**src/mssmp_queue.sv**
```systemverilog
// Short queue of prefix entries between the front and back ends.
module mssmp_queue #(
  parameter int WIDTH = 8,
  parameter int DEPTH = 2,
  localparam int PW = (DEPTH > 1) ? $clog2(DEPTH) : 1,
  localparam int CNTW = $clog2(DEPTH + 1)
) (
  input  logic             clk,
  input  logic             rst,
  input  logic             push_valid,
  output logic             push_ready,
  input  logic [WIDTH-1:0] push_data,
  output logic             pop_valid,
  input  logic             pop_ready,
  output logic [WIDTH-1:0] pop_data
);

  logic [WIDTH-1:0] slot [DEPTH];
  logic [PW-1:0]    wr_ptr;
  logic [PW-1:0]    rd_ptr;
  logic [CNTW-1:0]  count;
  logic             do_push;
  logic             do_pop;

  assign push_ready = (count != CNTW'(DEPTH));
  assign pop_valid  = (count != '0);
  assign pop_data   = slot[rd_ptr];
  assign do_push    = push_valid && push_ready;
  assign do_pop     = pop_valid && pop_ready;

  always_ff @(posedge clk) begin
    if (rst) begin
      wr_ptr <= '0;
      rd_ptr <= '0;
      count  <= '0;
    end else begin
      if (do_push) begin
        wr_ptr <= (wr_ptr == PW'(DEPTH - 1)) ? '0 : wr_ptr + PW'(1);
      end
      if (do_pop) begin
        rd_ptr <= (rd_ptr == PW'(DEPTH - 1)) ? '0 : rd_ptr + PW'(1);
      end
      if (do_push && !do_pop) begin
        count <= count + CNTW'(1);
      end else if (do_pop && !do_push) begin
        count <= count - CNTW'(1);
      end
    end
  end

  always_ff @(posedge clk) begin
    if (do_push) begin
      slot[wr_ptr] <= push_data;
    end
  end

endmodule

```
**config.mk**
```make
export PLATFORM = sky130hd
export DESIGN_NAME = mssmp_queue
export DESIGN_NICKNAME = d
export VERILOG_FILES = /design/src/mssmp_queue.sv
export SDC_FILE = /design/constraint.sdc
export NUM_CORES = 1
export LEC_CHECK = 0
export BUFFER_PORTS_ARGS = -buffer_cell sky130_fd_sc_hd__buf_2
export CELL_PAD_IN_SITES_DETAIL_PLACEMENT = 0
export CELL_PAD_IN_SITES_GLOBAL_PLACEMENT = 1
export CORE_UTILIZATION = 36
export DETAILED_ROUTE_END_ITERATION = 6
export HOLD_SLACK_MARGIN = 0.02
export PLACE_DENSITY = 0.68
export REMOVE_ABC_BUFFERS = 1
export SLEW_MARGIN = 20
export SYNTH_ARGS = -nofsm -noshare
export SYNTH_HDL_FRONTEND = slang
export SYNTH_SLANG_ARGS = --single-unit
```
**constraint.sdc**
```tcl
create_clock -name clk -period 1.45 [get_ports clk]
set_input_delay 0.145 -clock clk [delete_from_list [all_inputs] [get_ports clk]]
set_output_delay 0.145 -clock clk [all_outputs]
set_load 0.1 [all_outputs]
```
### Word level (Yosys, flattened, before mapping)

Memory sizes are Yosys's and may differ from the RTL's. A register that Yosys moved wholly into a read port is not among the register bits.
Cells that the tools add are included.

| word-level totals | value |
|---|---|
| memory bits (writable) | 16 |
| bits of input ports | 12 |
| flip-flop bits (word level) | 4 |
| output and inout port bits | 10 |
| memories | 1 |
| word-level logic and storage cells | 25 |

| operators by class | value |
|---|---|
| equality and inequality tests | 1 |
| reductions and logical operators | 8 |
| add/sub/neg operators | 4 |
| multiplexer cells | 8 |

Memory list:

| memory | depth | width | read ports | clocked after Yosys merged registers in | wr ports | line | text |
|---|---|---|---|---|---|---|---|
| slot | 2 | 8 | 1 | 1 | 1 | 18 | `logic [WIDTH-1:0] slot [DEPTH];` |

Operators by type and width:

| operator | count |
|---|---|
| two-way mux 1 bit | 6 |
| logical AND 1 bit | 4 |
| two-way mux 2 bit | 2 |
| nonzero test 2 bit | 2 |
| adder 1 bit, second input constant | 2 |
| adder 2 x 1 -> 2 bit, second input constant | 1 |
| zero test 1 bit | 2 |
| != test 2 bit, second input constant | 1 |
| subtractor 2 x 1 -> 2 bit, second input constant | 1 |

### Depth between registers and ports, before layout

Gate-level depths: netlist of run 1.

| depth | value |
|---|---|
| depth after elaboration | 6 |
| depth in mapped cells | 6 |
| depth with buffers taken out | 6 |

### Worst setup path before layout of run 1

OpenSTA, ideal clock, no wires.

| path | value |
|---|---|
| kind | register -> register |
| from | register count[0] |
| to | register count[1] |
| period minus slack after synthesis | 1.719 ns |
| data required time | 1.380 ns |
| arrival | 1.649 ns |
| stages on the path, launching flop included | 6 |
| path buffers | 0 |
| setup slack | -0.269 ns |
| library setup time | 0.070 ns |
| cells stage by stage | dfxtp_1 > nand2b_4 > and2_1 > ha_1 > or3_1 > a21oi_1 |

| between the ends | value |
|---|---|
| longest elaborated chain between the ends | 5 |
| elaborated cells between the ends (all ways) | 13 |
| classes of those cells | 2 x add/sub; 1 x eq/ne; 2 x mux; 8 x reduce/logical |

Ends and longest elaborated chain:

| item | line | text |
|---|---|---|
| from (decl) | 21 | `logic [CNTW-1:0] count;` |
| from (signal assigned) | 44 | `count <= count + CNTW'(1);` |
| from (signal assigned) | 46 | `count <= count - CNTW'(1);` |
| != test 2 bit (*) | 25 | `assign push_ready = (count != CNTW'(DEPTH));` |
| net push_ready | 11 | `output logic push_ready,` |
| logical AND 1 bit (*) | 28 | `assign do_push = push_valid && push_ready;` |
| zero test 1 bit | 45 | `end else if (do_pop && !do_push) begin` |
| logical AND 1 bit | 45 |  |
| nonzero test 2 bit (no source line) | - |  |

Mark *: on every way through the listed nets, which the timed path passes. The rest lies on a longest branch. The select of a mux whose other input is x is not followed.
A chain may end at the register's enable or synchronous reset.

### Final worst setup path of run 1

| path | value |
|---|---|
| from | register count[0] |
| to | register count[1] |

| between the ends | value |
|---|---|
| longest elaborated chain between the ends | 5 |
| elaborated cells between the ends (all ways) | 13 |
| classes of those cells | 2 x add/sub; 1 x eq/ne; 2 x mux; 8 x reduce/logical |

Ends and longest elaborated chain:

| item |
|---|
| branches (longest 5 deep; another with subtractor 2 x 1 -> 2 bit) |

Several ways; the timed one is not identified. The select of a mux whose other input is x is not followed.

==> run_results.csv, run 1 <==
group,metric,value,unit
synthesis,synth_adder_area_share,0.0155,
global_route,grt-ovfl-total,0,
worst_setup_path,cp-start-kind,"flop",
cells_and_area,layout-drive-gt1-share,0.578,
place,routabilityCongestion,0.792,
synthesis,synth_top_area_frac,0.596,
sta,drv_slew,0,
synthesis,ys.flop_type,"edfxtp_1",
worst_setup_path,critPathMaxStageDelay,0.36,ns
synthesis,synth_mux_area_frac,0.112,
clocking,cts_buffers,3,
global_route,grt_pass1_wl,2300,microns
min_path,hp-start,"rst",
place,io_buffers,21,
power,ir_drop,1190,uV
cells_and_area,diodes,0,
worst_setup_path,crit_slowest_cell,"dfxtp_2",
clocking,root_buffer,"clkbuf_4",
sta,slew_headroom,0.678,
sta,setup_viol,1,
sta,post-route-period-util,1.01,
routing,drc_errors,0,
synthesis,synth.most_common_cell,"edfxtp_1",
synthesis,yosys.area.top_type,"edfxtp_1",
worst_setup_path,critPathArrivalTime,1.70,ns
worst_setup_path,crit_path_cell_trace,"nand2b_4 -> and2_4 -> ha_4 -> xor2_2 -> or3_1 -> a21oi_2",
global_route,grt_max_degree,13,
routing,vias,520,
synthesis,ys_top_cells_by_area,"edfxtp_1 (60%), dfxtp_1 (12%), mux2_2 (11%), xor2_1 (3.3%), nand2b_4 (1.7%)",
routing,wirelength,1450,microns
power,p_leak,0.509,nW
worst_setup_path,crit_path_end_kind,"flop",
worst_setup_path,worst-endpoint-required,1.69,ns
synthesis,synth_compound_area_frac,0.0373,
sta,finalCriticalPeriod,1.46,ns
routing,dr.pass1.iters,2,
synthesis,synth-simple-area-share,0.0714,
worst_setup_path,r2r_start,"count[0]",
clocking,clkLatencyLatePin,0.30,ns
global_route,grt_antenna_before_repair,0,
cells_and_area,fill_cells,166,
worst_setup_path,crit_fanout,5,
sta,fin_ws,-0.00789,ns
status,violations,"setup timing",
place,hpwl,926,microns
synthesis,syn_area,806,sq um
die,die_w,49.3,microns
die,core_region_area,2040,sq um
sta,hold_viol,0,
clocking,path_clk_slew,0.11,ns
synthesis,yosysSeqAreaShare,0.720,
status,status,"finished, violations left",
sta,fmax,686,MHz
worst_setup_path,reg2reg_slack,-0.008,ns
die,io_pins,22,
synthesis,ys_types,17,
cells_and_area,area_growth,54.7,%
routing,drt-wirelength-per-cell,12.4,microns
place,postPlaceCellArea,1060,sq um
clocking,cts_sinks,21,
sta,fin_worst_skew,0.00647,ns
routing,viasPerCell,4.44,
cells_and_area,fin_nets,104,
synthesis,synthXorXnorAreaFrac,0.0326,
worst_setup_path,critical_path_buf_inv_count,0,
synthesis,synth-seq-cells,21,
synthesis,avgSynthCellArea,16.4,sq um
die,fp.dieArea,2430,sq um
worst_setup_path,critical-path-top-delay-family,"simple AND/OR/NAND/NOR gates",
synthesis,synth_enable_flop_cells,16,
clocking,cts_htree_levels,1,
routing,ant_nets,0,
power,power.density,2170,nW/um^2
global_route,grt.total_usage,0.131,
min_path,hold_end,"count[1]",
flow_run,cap_violations,0,
min_path,hold_depth,2,
clocking,cts_buffer_depth,2,
worst_setup_path,rr_worst_depth,6,
worst_setup_path,crit_type,"reg -> reg",
worst_setup_path,r2r_end,"count[1]",
synthesis,ys_async_sr_fraction,0,
min_path,hold_path_class,"in -> reg",
synthesis,yosysWarnings,0,
sta,hold_ws,0.0522,ns
clocking,cts_tree,"built",
cells_and_area,final_area,1250,sq um
routing,drtIter0Drc,5,
sta,worstMarginPinSlew,0.486,ns
global_route,grt_pass1_vias,545,
sta,rsz0062_at_grt,"true",
die,start_util,0.395,
die,num_rows,16,
synthesis,synth_top_family_by_area,"multiplexers",
die,die_y,49.3,microns
synthesis,netlist_top_cells_count,"edfxtp_1 (16), mux2_2 (8), dfxtp_1 (5)",
synthesis,postSynthCellCount,49,
[final cells by class]
cell class,instances,area (sq um),share of cell area
sequential,21,587,0.471
inverter,1,3.75,0.00301
tap,27,33.8,0.0271
timing repair buffer,38,344,0.276
clock buffer,3,22.5,0.0181
multi-input combinational,26,250,0.201
clock inverter,1,5.00,0.00402
[through the flow]
stage	setup slack [ns]	TNS [ns]	utilization	total power [mW]	std cells
2_1_floorplan	-0.269	-0.279	-	1.85	48
3_3_place_gp	0.00916	0	0.519	2.23	104
3_5_place_dp	-0.0560	-0.0560	0.519	2.25	104
4_1_cts	0.00390	0	0.581	2.66	113
5_1_grt	-0.0422	-0.244	0.610	2.82	117
6_report	-0.00789	-0.00789	0.610	2.70	117
[how the worst max path moves through the flow]
stage / from / end / slack (ns) / cells past startpoint
after floorplan: count[0] / count[1] / -0.27 / 5
after detailed placement: count[0] / count[1] / -0.06 / 5
after global routing: count[0] / count[1] / -0.04 / 6
after CTS: flop / pop_data[4] / 0.004 / 2
after global placement: count[0] / count[1] / 0.009 / 5
final: count[0] / count[1] / -0.008 / 6
[logic make-up (layout without fill, tap and decap cells)]
kind of cell / count (synthesis) / count (layout)
buf+inv: 2 / 43
xor+xnor: 3 / 3
compound gates: 5 / 5
fa+ha+maj: 1 / 1
simple gates: 9 / 9
flops: 21 / 21
mux: 8 / 8
[sequential cells by signal, indices dropped and copies added (netlist names), named ones only]
signal / flops
rd_ptr: 1
slot: 16
wr_ptr: 1
count: 2
[worst reg2reg max path, cell delays in order, from the launching register on]
cell      delay [ns]
dfxtp_2         0.36
nand2b_4        0.14
and2_4          0.14
ha_4            0.16
xor2_2          0.15
or3_1           0.32
a21oi_2         0.12
[layer usage]
metal | vias up | part of all wire | track usage
li1 | 259 | - | -
met1 | 244 | 0.45 | 0.151
met2 | 15 | 0.49 | 0.219
met3 | 2 | 0.045 | 0.0343
met4 | 0 | 0.010 | 0.0735
met5 | - | 0 | 0
[cells in the final DEF, fill, tap and decap left out, types with 2 or more instances in the layout]
cell type,count
buf_12,4
buf_2,12
buf_4,9
buf_6,5
clkbuf_4,3
dfxtp_1,2
dfxtp_2,2
dlygate4sd3_1,8
edfxtp_1,16
mux2_2,6
mux2_4,2
nor2_1,3
xor2_1,2
[report_power, final]
part | internal [mW] | switching, mW | leakage [nW]
Clock | 0.103 | 0.168 | 0.0177
Combinational | 0.570 | 1.00 | 0.299
Sequential | 0.775 | 0.0837 | 0.192
[what timing repair did]
item,in CTS,in global routing
hold buffers,4,4
endpoints found under the setup margin,9,9
hold endpoints to repair,8,8
gates resized for setup,18,4
setup buffers,1,0
pin swaps,4,0
Note: power is estimated with default switching activity, not from simulation.
==> run 2: changes to the inputs <==
Settings changed: CTS_CLUSTER_DIAMETER from default to 80, SKIP_LAST_GASP from default to 1.
==> run 2 against run 1 <==
  * The flow still finishes with violations (setup timing)
  * Hold slack better by 0.00092 ns
  * Clock skew down 0.0044 ns
  * Cell area down 0.60%
  * Highest routed layer unchanged
  * Critical path type unchanged
  * Flip-flop and latch count unchanged
==> run_results.csv, run 2 (synthesized netlist as in run 1, its figures left out) <==
group,metric,value,unit
routing,ant_nets,0,
clocking,cts_buffer_depth,2,
cells_and_area,final_area,1240,sq um
place,routabilityCongestion,0.792,
power,combPwrFrac,0.578,
cells_and_area,reg_top3,"slot x16, count x2",
clocking,clkLatencyLatePin,0.30,ns
status,status,"finished, violations left",
clocking,cts_buffers,3,
cells_and_area,postLayoutCoreUtil,0.607,
clocking,root_buffer,"clkbuf_4",
global_route,grt_antenna_before_repair,0,
place,io_buffers,21,
worst_setup_path,crit_fanout,5,
power,pwr-share-clk,0.102,
cells_and_area,layout-drive-gt1-share,0.567,
routing,top_layer_used,"met4",
routing,wl_met2,709,microns
power,switching_share,0.464,
power,power.density,2170,nW/um^2
die,fp.dieArea,2430,sq um
clocking,path_clk_slew,0.11,ns
power,power,2.68,mW
sta,finalCriticalPeriod,1.46,ns
routing,drtIter0Drc,5,
sta,hold_viol,0,
sta,fmax,687,MHz
flow_run,cap_violations,0,
worst_setup_path,cp-start-kind,"flop",
power,p_seq_frac,0.320,
cells_and_area,finalNonFillerCells,117,
worst_setup_path,crit_path_end_kind,"flop",
power,internal_power,1.44,mW
routing,viasPerCell,4.46,
cells_and_area,fin_nets,104,
cells_and_area,diodes,0,
sta,post-route-period-util,1.00,
cells_and_area,area_growth,53.7,%
sta,setup_viol,1,
global_route,grt_max_degree,13,
sta,slew_headroom,0.678,
worst_setup_path,worst-endpoint-required,1.69,ns
sta,finalSetupTns,-0.00624,ns
place,postPlaceCellArea,1060,sq um
power,p_leak,0.508,nW
routing,wirelength,1440,microns
routing,dr.pass1.iters,4,
routing,drc_errors,0,
cells_and_area,largest_reg_flops,16,
sta,fin_ws,-0.00624,ns
routing,vias,522,
cells_and_area,largest_register,"slot",
die,core_region_area,2040,sq um
sta,drv_slew,0,
place,dp_cells,104,
status,violations,"setup timing",
die,start_util,0.395,
global_route,grt_pass1_wl,2300,microns
clocking,cts_tree,"built",
die,io_pins,22,
sta,rsz0062_at_grt,"true",
clocking,cts_htree_levels,1,
die,num_rows,16,
min_path,hold_path_class,"in -> reg",
worst_setup_path,crit_type,"reg -> reg",
die,die_w,49.3,microns
power,p_sw,1.25,mW
global_route,grt-ovfl-total,0,
die,die_y,49.3,microns
global_route,grt.total_usage,0.131,
routing,drt-wirelength-per-cell,12.3,microns
sta,fin_worst_skew,0.00206,ns
place,hpwl,926,microns
power,ir_drop,1190,uV
cells_and_area,final_common_cell,"edfxtp_1",
clocking,cts_sinks,21,
worst_setup_path,critPathArrivalTime,1.70,ns
sta,worstMarginPinSlew,0.486,ns
cells_and_area,final_cell_mix,"edfxtp_1 (16), buf_2 (12), buf_4 (9)",
global_route,grt_pass1_vias,545,
routing,wl_met1,639,microns
routing,wl_met3,74,microns
run 2: cell type report:
cell class                 instances  area, sq um
multi-input combinational         26          243
fill                             168          803
tap                               27         33.8
clock inverter                     1         5.00
sequential                        21          587
clock buffer                       3         22.5
timing repair buffer              38          344
inverter                           1         3.75
run 2: through the flow:
step	setup WS, ns	hold WS [ns]
finish	-0.00624	0.0532
global route	-0.0375	0.0451
CTS	0.00390	0.0200
detailed placement	-0.0560	0.336
global placement	0.00916	0.334
floorplan	-0.269	0.214
run 2: critical path, cell delays in order (launching register included):
cell	delay [ns]
dfxtp_2	0.36
nand2b_4	0.14
and2_4	0.14
ha_4	0.15
xor2_1	0.15
or3_1	0.33
a21oi_2	0.12
run 2: timing repair:
action,4_1_cts,5_1_grt
hold endpoints to repair,8,8
pin swaps,4,0
setup endpoints to repair,9,9
hold buffers,4,4
setup buffers,1,0
gates resized for setup,18,3
run 2: worst paths after layout:
check	to	slack [ns]	startpoint	depth (start not counted)
worst max-delay path	count[1]	-0.006	count[0]	6
worst min-delay path	count[1]	0.05	rst	2
worst max register to register	count[1]	-0.006	count[0]	6
worst min register to register	rd_ptr	0.54	rd_ptr	2
run 2: per-layer routing:
metal	vias up	GRT usage
met5	-	0
met4	0	0.0735
met3	2	0.0343
met2	18	0.219
met1	241	0.151
li1	261	-
run 2: power groups by stage:
stage	combinational, mW	sequential (mW)	clock, mW
floorplan	1.01	0.837	0
CTS	1.52	0.858	0.282
global placement	1.37	0.852	0
detailed placement	1.39	0.859	0
finish	1.55	0.858	0.274
global route	1.61	0.878	0.306
