**src/mssmp_pkg.sv**
```systemverilog
// Types and constants of the odd divisor-multiple run sum block.
package mssmp_pkg;

  localparam int VALUE_WIDTH   = 16;
  localparam int SUM_WIDTH     = 48;
  localparam int DIVISOR_WIDTH = 8;

  localparam logic [DIVISOR_WIDTH-1:0] DIVISOR_RESET = 8'd93;

  typedef struct packed {
    logic [VALUE_WIDTH-1:0] value;
    logic                   last;
  } item_t;

  typedef struct packed {
    logic [SUM_WIDTH-1:0] best_sum;
    logic                 found;
    logic                 overflow;
  } result_t;

endpackage

```
**src/mssmp_front.sv**
```systemverilog
// Front end: accepts items, keeps the saturating prefix sum and its serial remainder.
module mssmp_front import mssmp_pkg::*; #(
  parameter int MAX_DIVISOR = 128,
  localparam int REM_WIDTH = $clog2(MAX_DIVISOR),
  localparam int ENTRY_WIDTH = SUM_WIDTH + REM_WIDTH + 2
) (
  input  logic                     clk,
  input  logic                     rst,
  input  logic [DIVISOR_WIDTH-1:0] divisor,
  input  logic                     item_valid,
  output logic                     item_stall,
  input  item_t                    item,
  output logic                     push_valid,
  input  logic                     push_ready,
  output logic [ENTRY_WIDTH-1:0]   push_data
);

  localparam int XW = ((REM_WIDTH > VALUE_WIDTH) ? REM_WIDTH : VALUE_WIDTH) + 1;
  localparam int CW = $clog2(XW + 1);

  localparam logic [1:0] F_IDLE = 2'd0;
  localparam logic [1:0] F_DIV  = 2'd1;
  localparam logic [1:0] F_PUSH = 2'd2;

  logic [1:0]           state;
  logic [SUM_WIDTH-1:0] prefix_sum;
  logic [REM_WIDTH-1:0] prefix_rem;
  logic                 saturated;
  logic                 last_q;
  logic [REM_WIDTH:0]   dvs;
  logic [XW-1:0]        dividend;
  logic [REM_WIDTH-1:0] part;
  logic [CW-1:0]        cnt;

  logic                 accept;
  logic [SUM_WIDTH:0]   sum_ext;
  logic [REM_WIDTH:0]   eff_div;
  logic [REM_WIDTH:0]   trial;
  logic [REM_WIDTH:0]   diff;
  logic [REM_WIDTH-1:0] part_next;

  assign item_stall = rst || (state != F_IDLE);
  assign accept     = item_valid && !item_stall;
  assign push_valid = (state == F_PUSH);
  assign push_data  = {prefix_sum, part, last_q, saturated};

  assign sum_ext = {1'b0, prefix_sum}
                 + {{(SUM_WIDTH + 1 - VALUE_WIDTH){1'b0}}, item.value};

  // Divisor zero acts as one; clamp anything above the table size.
  always_comb begin
    if (divisor == '0) begin
      eff_div = (REM_WIDTH + 1)'(1);
    end else if (int'(divisor) > MAX_DIVISOR) begin
      eff_div = (REM_WIDTH + 1)'(MAX_DIVISOR);
    end else begin
      eff_div = (REM_WIDTH + 1)'(divisor);
    end
  end

  // One restoring step: bring in the next dividend bit, subtract if it fits.
  assign trial     = {part, dividend[XW-1]};
  assign diff      = trial - dvs;
  assign part_next = (trial >= dvs) ? diff[REM_WIDTH-1:0] : trial[REM_WIDTH-1:0];

  always_ff @(posedge clk) begin
    if (rst) begin
      state      <= F_IDLE;
      prefix_sum <= '0;
      prefix_rem <= '0;
      saturated  <= 1'b0;
    end else begin
      unique case (state)
        F_IDLE: begin
          if (accept) begin
            if (sum_ext[SUM_WIDTH]) begin
              prefix_sum <= '1;
              saturated  <= 1'b1;
            end else begin
              prefix_sum <= sum_ext[SUM_WIDTH-1:0];
            end
            state <= F_DIV;
          end
        end
        F_DIV: begin
          if (cnt == CW'(1)) begin
            state <= F_PUSH;
          end
        end
        F_PUSH: begin
          if (push_ready) begin
            // Drop the stream state after the last item of a sequence.
            if (last_q) begin
              prefix_sum <= '0;
              prefix_rem <= '0;
              saturated  <= 1'b0;
            end else begin
              prefix_rem <= part;
            end
            state <= F_IDLE;
          end
        end
        default: begin
          state <= F_IDLE;
        end
      endcase
    end
  end

  always_ff @(posedge clk) begin
    if (state == F_IDLE && accept) begin
      last_q   <= item.last;
      dvs      <= eff_div;
      dividend <= XW'(prefix_rem) + XW'(item.value);
      part     <= '0;
      cnt      <= CW'(XW);
    end else if (state == F_DIV) begin
      part     <= part_next;
      dividend <= {dividend[XW-2:0], 1'b0};
      cnt      <= cnt - CW'(1);
    end
  end

endmodule

```
**config.mk**
```make
export PLATFORM = sky130hd
export DESIGN_NAME = mssmp_front
export DESIGN_NICKNAME = d
export VERILOG_FILES = /design/src/mssmp_pkg.sv /design/src/mssmp_front.sv
export SDC_FILE = /design/constraint.sdc
export NUM_CORES = 1
export LEC_CHECK = 0
export BUFFER_PORTS_ARGS = -buffer_cell sky130_fd_sc_hd__buf_2
export CAP_MARGIN = 20
export CORE_MARGIN = 2
export CORE_UTILIZATION = 36
export DETAILED_ROUTE_END_ITERATION = 10
export GPL_TIMING_DRIVEN = 1
export MAX_ROUTING_LAYER = met4
export SYNTH_ARGS = -nofsm -noshare
export SYNTH_HDL_FRONTEND = slang
export SYNTH_SLANG_ARGS = --single-unit
```
**constraint.sdc**
```tcl
create_clock -name clk -period 4 [get_ports clk]
set_input_delay 0.8 -clock clk [delete_from_list [all_inputs] [get_ports clk]]
set_output_delay 0.8 -clock clk [all_outputs]
set_load 0.05 [all_outputs]
```
After elaboration in Yosys (flattened, before gate mapping)
Index checks and enable logic that the tools add are counted.
Word-level totals
  register bits: 96
  latch bits: 0
  memory bits (writable): 0
  ROM bits: 0
  bits of input ports: 29
  word-level logic and storage cells: 57
  memories: 0
Operators by class
  add/subtract/negate cells: 4
  $mul: 0
  div/mod/pow operators: 0
  magnitude comparators: 2
  equality and inequality tests: 8
  shift operators: 0
  mux-type cells: 19
  bitwise logic cells: 0
  reduce and logical (&&, ||, !) cells: 14
Operators by type and width (number)
  $mux 48: 4
  $pmux 48 s2: 1
  $add 48x16->49: 1
  $mux 17: 2
  $add 7x16->17: 1
  $mux 7: 2
  $ge 8x8->1: 1
  $gt 8x8->1 const B: 1
  $logic_not 8->1: 1
  $mux 8: 1
  $sub 7x7->7: 1
  $mux 2: 3
  $ne 2x2->1 const B: 3
  $pmux 2 s3: 1
  $reduce_bool 2->1: 3
  $eq 5x1->1 const B: 1
  $reduce_and 5->1: 1
  $sub 5x1->5 const B: 1
  $mux 1: 4
  $ne 2x1->1 const B: 2
  $reduce_and 4->1: 1
  $reduce_and 3->1: 1
  $eq 2x1->1 const B: 1
  $eq 2x2->1 const B: 1
  7 further kinds: 8

Logic depth before layout (Yosys ltp)
Gate-level depths: netlist of the first run.
  depth in word-level cells: 6
  gate-level depth with buffers: 11
  gate-level depth less buffers: 10

Worst setup path before layout of the first run
OpenSTA, ideal clock, no wires.
  path type: input-to-reg
  start: input item[1] in the netlist's numbering
  end: register prefix_sum[38]
  setup time: 64 ps
  arrival: 2760 ps
  data required time: 3936 ps
  slack: 1176 ps
  stages on the path: 9
  buffers on the path: 0
  path through: ha_1 -> fa_1 -> a211oi_1 -> o211ai_2 -> nand3_2 -> o31a_4 -> or4_1 -> or3_1 -> nand4_1
On the way
  longest elaborated chain between the ends: 4
RTL lines
  start, declared: RTL line mssmp_front.sv:12  | input item_t item,
  $add 48x16->49: RTL line mssmp_front.sv:48  | + {{(SUM_WIDTH + 1 - VALUE_WIDTH){1'b0}}, item.value};
  $mux 48: RTL line mssmp_front.sv:76  | if (sum_ext[SUM_WIDTH]) begin
  $mux 48: RTL line mssmp_front.sv:75  | if (accept) begin
  $pmux 48 s2: RTL line mssmp_front.sv:73  | unique case (state)
  end signal, assigned: RTL line mssmp_front.sv:80  | prefix_sum <= sum_ext[SUM_WIDTH-1:0];
  end, declared: RTL line mssmp_front.sv:26  | logic [SUM_WIDTH-1:0] prefix_sum;
No other way between the ends. The select of a mux whose other input is x is not followed.
A chain may end at the register's enable or synchronous reset.

Final worst setup path of the first run
  start: input item[13] in the netlist's numbering
  end: register prefix_sum[11]
Same word-level chain as after synthesis.

==> impl_metrics.json, run 1 <==
{
  "dieArea_mm2": 0.0177,
  "dp_hpwl_um": 11600,
  "yosys_register_bits": 96,
  "crit_path_end_kind": "flip-flop",
  "hold_violations": 0,
  "grt_use_total_pct": 19.0,
  "cts.clk_slew.worst_paths_ns": 0.07,
  "ant_nets": 0,
  "arrival_ns": 3.38,
  "pwr-share-comb_pct": 26.6,
  "start_kind": "input port",
  "yosys_warnings": 0,
  "path_max_fanout": 16,
  "grt_pass1_vias": 5125,
  "place.gp.congestion": 0.852,
  "avgRoutedWirePerCell_um": 16.0,
  "path_cells": "buf_2 -> ha_1 -> nand4_1 -> o31a_4 -> nor3_2 -> o21ai_0 -> a21oi_1",
  "p_per_area_mw_per_mm2": 431,
  "initial_core_util_pct": 36.5,
  "max_stage_delay_ns": 0.86,
  "vias_per_cell": 5.43,
  "grt_pass1_wl_um": 26500,
  "clk_path_buf_depth": 2,
  "setup_violations": 0,
  "netlist_area_mm2": 0.00600,
  "peakVddDrop_mv": 0.187,
  "vias": 5531,
  "p_leak_uw": 0.00291,
  "tritoncts": "yes",
  "worst_pin_slew_ns": 1.07,
  "required_ns": 4.28,
  "synth_flop_cell": "dfxtp_1",
  "p_sw_share_pct": 33.4,
  "relSlewSlack_pct": 28.2,
  "fin_crit_sh_pct": 77.5,
  "rsz0062_at_grt": "false",
  "cts_made_buffers": 9,
  "stdcell_area_mm2": 0.00697,
  "intPower_uw": 2000,
  "n_antenna_cell": 0,
  "io_pins": 88,
  "status": "completed",
  "holdBufCountCts": 0,
  "fin_worst_skew_ns": 0.00904,
  "grt_remaining_overflow": 0,
  "syn-num-nets": 789,
  "drt_iter0_drc": 341,
  "placed_area_mm2": 0.00663,
  "drt-total-wl_um": 16300,
  "p_clk_share_pct": 33.7,
  "layout.nets": 858,
  "grt_antenna_before_repair": 0,
  "fin_crit_ns": 3.10,
  "avgSynthCellArea_um2": 8.29,
  "dieWidth_um": 133,
  "cts_sinks": 96,
  "grt_start_max_net_pins": 45,
  "synthArstFlopShare_pct": 0,
  "crit_type": "input port to flip-flop",
  "syn2layout_area_growth_pct": 16.2,
  "fmax_mhz": 323,
  "cap_violations": 0,
  "coreArea_mm2": 0.0165,
  "htreeDepth": 3,
  "post_cts_resized": 0,
  "clock-root-buffer": "clkbuf_16",
  "final_common_cell": "nand2_1",
  "slowest_stage": "nor3_2",
  "yosysSeqAreaShare_pct": 36.3,
  "synth-edff-count": 26,
  "syn-instance-count": 724,
  "pwr-share-seq_pct": 39.8,
  "portBuffers": 87,
  "tns_ns": 0,
  "layout_common_cells": "90 x nand2_1, 87 x buf_2, 77 x o21ai_0",
  "switchingPower_uw": 1000,
  "worst_hold_slack_ns": 0.470,
  "dr.pass1.iters": 5,
  "worstHoldPathType": "flip-flop to flip-flop",
  "drc": 0,
  "clock_latency_ns": 0.35,
  "drive_gt1_share_pct": 17.3,
  "slew_violations": 0,
  "core.rowCount": 47,
  "die_h_um": 133,
  "cts_setup_buffers": 0,
  "synth_cell_types": 75
}
==> layer usage <==
metal,routed length [um],up-vias,track usage [%]
met3,736,19,3.46
met4,218,0,5.20
met5,0,-,-
li1,-,2790,-
met2,7510,128,29.4
met1,7840,2594,25.6
==> worst max-delay path, delay by kind of cell <==
| family | cells | cell delay [ns] |
|---|---|---|
| buffers and inverters | 1 | 0.12 |
| and+or+nand+nor | 2 | 1.15 |
| AOI/OAI and AO/OA | 3 | 0.86 |
| adders and majority gates | 1 | 0.45 |
==> final timing paths <==
| kind | end | startpoint | slack, ns | depth (start not counted) |
|---|---|---|---|---|
| setup / recovery | prefix_sum[11]$_SDFFE_PP0P_ | item[13] | 0.90 | 7 |
| hold / removal | prefix_sum[12]$_SDFFE_PP0P_ | prefix_sum[12]$_SDFFE_PP0P_ | 0.47 | 2 |
| setup reg to reg | prefix_sum[11]$_SDFFE_PP0P_ | prefix_sum[0]$_SDFFE_PP0P_ | 1.09 | 9 |
| hold reg to reg | prefix_sum[12]$_SDFFE_PP0P_ | prefix_sum[12]$_SDFFE_PP0P_ | 0.47 | 2 |
==> area by class of cell <==
| type | count | area, um^2 |
|---|---|---|
| Tap cell | 220 | 275 |
| Clock buffer | 9 | 225 |
| Clock inverter | 7 | 118 |
| Sequential cell | 96 | 2180 |
| Inverter | 27 | 101 |
| Multi-Input combinational cell | 562 | 3560 |
| Fill cell | 1696 | 9490 |
| Timing Repair Buffer | 97 | 510 |
==> registers in the layout, indices dropped and copies added, names as in the netlist <==
signal / count
dividend: 17
last_q: 1
prefix_sum: 48
saturated: 1
dvs: 8
state: 2
part: 7
cnt: 5
prefix_rem: 7
==> per-stage QoR <==
step / power [uW] / cells / util, % / setup slack [ns]
after CTS: 3030 / 1018 / 42.4 / 0.907
after floorplan: 1810 / 724 / - / 1.18
final: 3010 / 1018 / 42.4 / 0.901
after global routing: 3170 / 1018 / 42.4 / 0.641
after global placement: 2010 / 1002 / 40.3 / 0.602
after detailed placement: 2010 / 1002 / 40.3 / 0.546
==> cells in the mapped netlist (3+ instances only) <==
library cell  count  share of area (%)
and2_1            4               0.42
nor4_1            8               0.83
nor3_1           11               0.92
a31oi_1          13                1.4
o21ai_0          77                6.4
a21o_1           15                1.9
o41ai_1           3               0.44
a21oi_1          57                4.8
nand3_1          32                2.7
xor2_1           17                2.5
nor2b_1          14                1.5
nand2_1          91                5.7
nand2b_1          4               0.42
clkbuf_1         28                1.8
nand4_1          11                1.1
buf_2             6               0.50
o22ai_1           4               0.42
or3_1             5               0.52
mux2i_1           3               0.50
xnor2_1          19                2.8
nor2_1           37                2.3
and3_1           12                1.3
ha_1             33                6.9
inv_1            25                1.6
o21bai_1          3               0.38
dfxtp_1          70                 23
o211ai_1         18                2.3
a211oi_1          5               0.63
o311ai_0          3               0.44
edfxtp_1         26                 13
o31ai_1           4               0.50
nor3b_1           7               0.88
fa_1              3                1.0
==> power groups by stage <==
stage	Clock [uW]	Combinational, uW	Sequential (uW)
floorplan	0	481	1330
global placement	0	789	1220
detailed placement	0	796	1220
global route	1070	892	1210
finish	1010	799	1200
CTS	1030	801	1200
==> cells by family after synthesis <==
logic type	after synthesis	share of synthesized area, %
AND/OR/NAND/NOR	258	21.7
AO/OA/AOI/OAI	229	24.0
flip-flops	96	36.3
buffers and inverters	66	4.40
XOR/XNOR	36	5.25
adder cells (fa/ha/maj)	36	7.88
multiplexers	3	0.500
Power figures use the tool's default switching activity.
==> inputs of run 2 (changes only) <==
- clock period: 4 -> 3.2 ns (I/O delays scaled with it)
==> run 2 against run 1 <==
  * Cell count increased by 1.4%
  * Wire length hardly changed
  * Worst setup slack worse by 0.57 ns
  * Sequential power is 24% higher
  * Global-route usage is 0.094 points higher
  * Critical path depth is 3 higher
  * Power is 18% higher
  * Sequential cell count unchanged
  * Final area up 0.79%
  * Combinational power rose by 26%
  * Largest power group unchanged
  * Highest routed layer unchanged
==> impl_metrics.json, run 2 (synthesis results as in run 1) <==
{
  "status": "completed",
  "p_per_area_mw_per_mm2": 505,
  "vias": 5530,
  "dieArea_mm2": 0.0177,
  "worstHoldPathType": "input port to flip-flop",
  "post-place-cells": 1016,
  "fin_crit_ns": 2.86,
  "final_cells": 1032,
  "layout.nets": 872,
  "grt_antenna_before_repair": 0,
  "relSlewSlack_pct": 26.9,
  "final_util_pct": 42.7,
  "dr.pass1.iters": 5,
  "rr_endpoint": "prefix_sum[5]$_SDFFE_PP0P_",
  "slew_violations": 0,
  "n_antenna_cell": 0,
  "drc": 0,
  "largest_reg_flops": 48,
  "die_h_um": 133,
  "grt_start_max_net_pins": 46,
  "intPower_uw": 2280,
  "initial_core_util_pct": 36.5,
  "pwr-share-comb_pct": 28.5,
  "path_cells": "buf_2 -> ha_1 -> fa_1 -> a211oi_1 -> o211ai_2 -> nand3_2 -> o31a_4 -> nor3_2 -> o21ai_0 -> a21oi_1",
  "arrival_ns": 3.15,
  "grt_pass1_wl_um": 26500,
  "coreArea_mm2": 0.0165,
  "largest_register": "prefix_sum",
  "switchingPower_uw": 1270,
  "vias_per_cell": 5.36,
  "drt_iter0_drc": 383,
  "syn2layout_area_growth_pct": 17.1,
  "p_leak_uw": 0.00296,
  "layout_common_cells": "90 x nand2_1, 87 x buf_2, 77 x o21ai_0",
  "final_common_cell": "nand2_1",
  "clk_path_buf_depth": 2,
  "cts_made_buffers": 9,
  "fin_worst_skew_ns": 0.0101,
  "worst_hold_slack_ns": 0.466,
  "rsz0062_at_grt": "false",
  "grt_remaining_overflow": 0,
  "worst_pin_slew_ns": 1.09,
  "cap_violations": 0,
  "grt_pass1_vias": 5162,
  "fmax_mhz": 349,
  "reg2reg_depth": 9,
  "cts_setup_buffers": 0,
  "crit_path_end_kind": "flip-flop",
  "hold_violations": 0,
  "timing.final.ws_setup_ns": 0.336,
  "holdBufCountCts": 0,
  "reg2reg_from": "prefix_sum[0]$_SDFFE_PP0P_",
  "core.rowCount": 47,
  "register_area_mm2": 0.00218,
  "start_kind": "input port",
  "largestRegisters": "prefix_sum (48), dividend (17), dvs (8)",
  "required_ns": 3.48,
  "io_pins": 88,
  "max_stage_delay_ns": 0.87,
  "portBuffers": 87,
  "clock-root-buffer": "clkbuf_16",
  "reg2reg_setup_slack_ns": 0.35,
  "clock_latency_ns": 0.36,
  "drt-total-wl_um": 16300,
  "tritoncts": "yes",
  "path_max_fanout": 16,
  "p_clk_share_pct": 29.5,
  "post_cts_resized": 0,
  "cts_sinks": 96,
  "peakVddDrop_mv": 0.224,
  "grt_use_total_pct": 19.1,
  "min_path_cells": 1,
  "slowest_stage": "nor3_2",
  "place.gp.congestion": 0.846,
  "fin_crit_sh_pct": 89.5,
  "multi_input_area_mm2": 0.00356,
  "drive_gt1_share_pct": 18.8,
  "setup_violations": 0,
  "pwr-share-seq_pct": 42.0,
  "crit_type": "input port to flip-flop",
  "ant_nets": 0,
  "crit_family": "compound AO/OA/AOI/OAI gates",
  "avgRoutedWirePerCell_um": 15.8,
  "dpl_worst_slack_ns": -0.0359,
  "dieWidth_um": 133,
  "htreeDepth": 3,
  "fill_cells": 1725,
  "dp_hpwl_um": 11800,
  "cts.clk_slew.worst_paths_ns": 0.06,
  "hold_path_startpoint": "item[0]",
  "worstHoldEndpoint": "last_q$_DFFE_PP_",
  "p_sw_share_pct": 35.8,
  "critPathBufInv": 1
}
==> run 2: cell count changes in the layout (fill, tap and decap cells not counted) <==
cell        change
clkinv_4        +1
clkinv_2        +2
clkinvlp_4      +1
buf_12          +1
clkinv_1        -1
buf_4          +13
inv_4           -1
inv_8           +1
bufinv_16       -3
==> run 2: final cells by class <==
| class | instances | share of cell area, % |
|---|---|---|
| Multi-Input combinational cell | 562 | 50.7 |
| Sequential cell | 96 | 31.0 |
| Timing Repair Buffer | 111 | 8.94 |
| Tap cell | 220 | 3.92 |
| Clock buffer | 9 | 3.20 |
| Inverter | 27 | 1.44 |
| Clock inverter | 7 | 0.783 |
==> run 2: metal layers <==
layer / GRT usage [%] / share of wire, % / up-vias
met5: - / 0 / -
met4: 6.09 / 1.5 / 0
met3: 2.28 / 4.7 / 21
met2: 29.6 / 45 / 143
met1: 26.1 / 49 / 2548
li1: - / - / 2818
==> run 2: worst max path at each step <==
stage,cells after the start,slack (ns),start,endpoint
after CTS,10,0.28,item[1],prefix_sum[5]$_SDFFE_PP0P_
after global routing,9,0.09,prefix_sum[0]$_SDFFE_PP0P_,prefix_sum[5]$_SDFFE_PP0P_
after detailed placement,10,-0.04,item[1],prefix_sum[5]$_SDFFE_PP0P_
final,10,0.34,item[1],prefix_sum[5]$_SDFFE_PP0P_
after global placement,9,0.02,item[6],prefix_sum[9]$_SDFFE_PP0P_
after floorplan,9,0.43,prefix_sum[0]$_SDFFE_PP0P_,prefix_sum[38]$_SDFFE_PP0P_
==> run 2: power by group through the flow <==
stage	Sequential (uW)	Combinational [uW]	Clock, uW
finish	1490	1010	1050
global route	1510	1130	1100
CTS	1490	1020	1060
detailed placement	1520	1010	0
global placement	1520	1000	0
floorplan	1660	601	0
==> run 2: stage by stage <==
step,total power (uW),TNS [ns],area (um^2)
detailed placement,2530,-0.143,6750
global route,3740,0,7030
floorplan,2260,0,6000
CTS,3570,0,7030
finish,3550,0,7030
global placement,2520,0,6750
==> inputs of run 3 (changes only) <==
- CORE_UTILIZATION: 36 -> 35
==> run 3 against run 2 <==
  * Clock-buffer cell count increased by 2
  * Non-clock buffer count grew 4
  * Via count up 1.7%
  * First-iteration DRC count shrank 29%
  * Cell count is 0.39% higher
  * Power grew 4.2%
  * Largest cell class unchanged
  * Worst setup slack gained 0.10 ns
  * Critical path depth shrank 1
  * Highest routed layer unchanged
  * Utilization decreased by 0.14 points
  * Clock skew up 0.0046 ns
==> impl_metrics.json, run 3 (synthesis results as in run 1) <==
{
  "reg2reg_from": "prefix_sum[6]$_SDFFE_PP0P_",
  "grt_antenna_before_repair": 0,
  "layout.nets": 876,
  "n_antenna_cell": 0,
  "startpoint": "item[7]",
  "p_per_area_mw_per_mm2": 521,
  "dpl_worst_slack_ns": -0.00992,
  "largest_register": "prefix_sum",
  "reg2reg_setup_slack_ns": 0.49,
  "cts_sinks": 96,
  "dieArea_mm2": 0.0182,
  "grt_pass1_vias": 5387,
  "portBuffers": 87,
  "fin_worst_skew_ns": 0.0147,
  "core.rowCount": 47,
  "peakVddDrop_mv": 0.241,
  "fin_crit_sh_pct": 86.4,
  "vias_per_cell": 5.43,
  "vias": 5622,
  "fmax_mhz": 362,
  "clk_path_buf_depth": 2,
  "worst_pin_slew_ns": 0.759,
  "crit_path_end_kind": "flip-flop",
  "clock_latency_ns": 0.36,
  "clock-root-buffer": "clkbuf_16",
  "rsz0062_at_grt": "false",
  "io_pins": 88,
  "required_ns": 3.42,
  "final_util_pct": 42.6,
  "hold_path_startpoint": "item[0]",
  "arrival_ns": 2.98,
  "dr.pass1.iters": 5,
  "drc": 0,
  "final_common_cell": "nand2_1",
  "grt_remaining_overflow": 0,
  "grt_pass1_wl_um": 27800,
  "largestRegisters": "prefix_sum (48), dividend (17), dvs (8)",
  "htreeDepth": 3,
  "cts_made_buffers": 9,
  "ant_nets": 0,
  "post-place-cells": 1019,
  "relSlewSlack_pct": 49.2,
  "status": "completed",
  "final_cells": 1036,
  "slew_violations": 0,
  "drive_gt1_share_pct": 19.2,
  "cts.clk_slew.worst_paths_ns": 0.07,
  "p_total_uw": 3700,
  "coreArea_mm2": 0.0167,
  "holdBufCountCts": 0,
  "dieWidth_um": 135,
  "setup_violations": 0,
  "crit_type": "input port to flip-flop",
  "avgRoutedWirePerCell_um": 16.2,
  "grt_start_max_net_pins": 42,
  "cap_violations": 0,
  "grt_use_total_pct": 19.5,
  "path_max_fanout": 8,
  "dp_hpwl_um": 12100,
  "cts_setup_buffers": 0,
  "place.gp.congestion": 0.871,
  "die_h_um": 135,
  "tritoncts": "yes",
  "start_kind": "input port",
  "initial_core_util_pct": 35.9,
  "layout_common_cells": "90 x nand2_1, 87 x buf_2, 77 x o21ai_0",
  "timing.final.ws_setup_ns": 0.435,
  "drt_iter0_drc": 271,
  "worstHoldPathType": "input port to flip-flop",
  "p_leak_uw": 0.00300,
  "fin_crit_ns": 2.76,
  "post_cts_resized": 0,
  "largest_reg_flops": 48,
  "drt-total-wl_um": 16800,
  "syn2layout_area_growth_pct": 18.4,
  "hold_violations": 0
}
## run 3: changes by cell type in the layout (fill, tap and decap cells not counted), sizes merged
cell    before  now
buf        111  115
clkinv       5    2
clkbuf       9   11
bufinv       0    1
## run 3: stage by stage
| stage | hold WS, ns | setup TNS [ns] | area [um^2] |
|---|---|---|---|
| 2_1_floorplan | 0.440 | 0 | 6000 |
| 3_5_place_dp | 0.459 | -0.0238 | 6770 |
| 5_1_grt | 0.468 | 0 | 7110 |
| 4_1_cts | 0.454 | 0 | 7100 |
| 6_report | 0.466 | 0 | 7110 |
| 3_3_place_gp | 0.465 | 0 | 6770 |
## run 3: where the power goes
group	switching (uW)	internal (uW)	total [uW]	leakage (uW)
sequential	103	1390	1490	0.000821
clock	507	680	1190	0.000158
combinational	662	363	1030	0.00202
total	1270	2430	3700	0.00300
## run 3: cell type report
class                   instances  area [um^2]
well taps                     220          275
inverters                      27          101
flip-flops and latches         96         2180
clock inverters                 5         60.1
multi-input cells             562         3560
repair buffers                115          662
clock buffers                  11          264
fillers                      1728         9590
## run 3: final timing paths
check	to	cells past startpoint
min reg2reg	prefix_sum[12]$_SDFFE_PP0P_	2
max reg2reg	prefix_sum[21]$_SDFFE_PP0P_	8
min	last_q$_DFFE_PP_	1
max	prefix_sum[21]$_SDFFE_PP0P_	9
## run 3: per-layer routing
layer  global-route usage (%)  wire length [um]
met1                     26.8              8300
met2                     30.3              7490
met3                     2.10               697
met4                     6.19               278
met5                        -                 0
## run 3: critical path, cell delays in order
cell and delay, ns:
buf_2 0.13, ha_1 0.38, a21oi_1 0.09, o21ai_0 0.42, a221oi_2 0.18, a31oi_1 0.67
a31oi_1 0.16, o21ai_0 0.16, o311ai_0 0.14
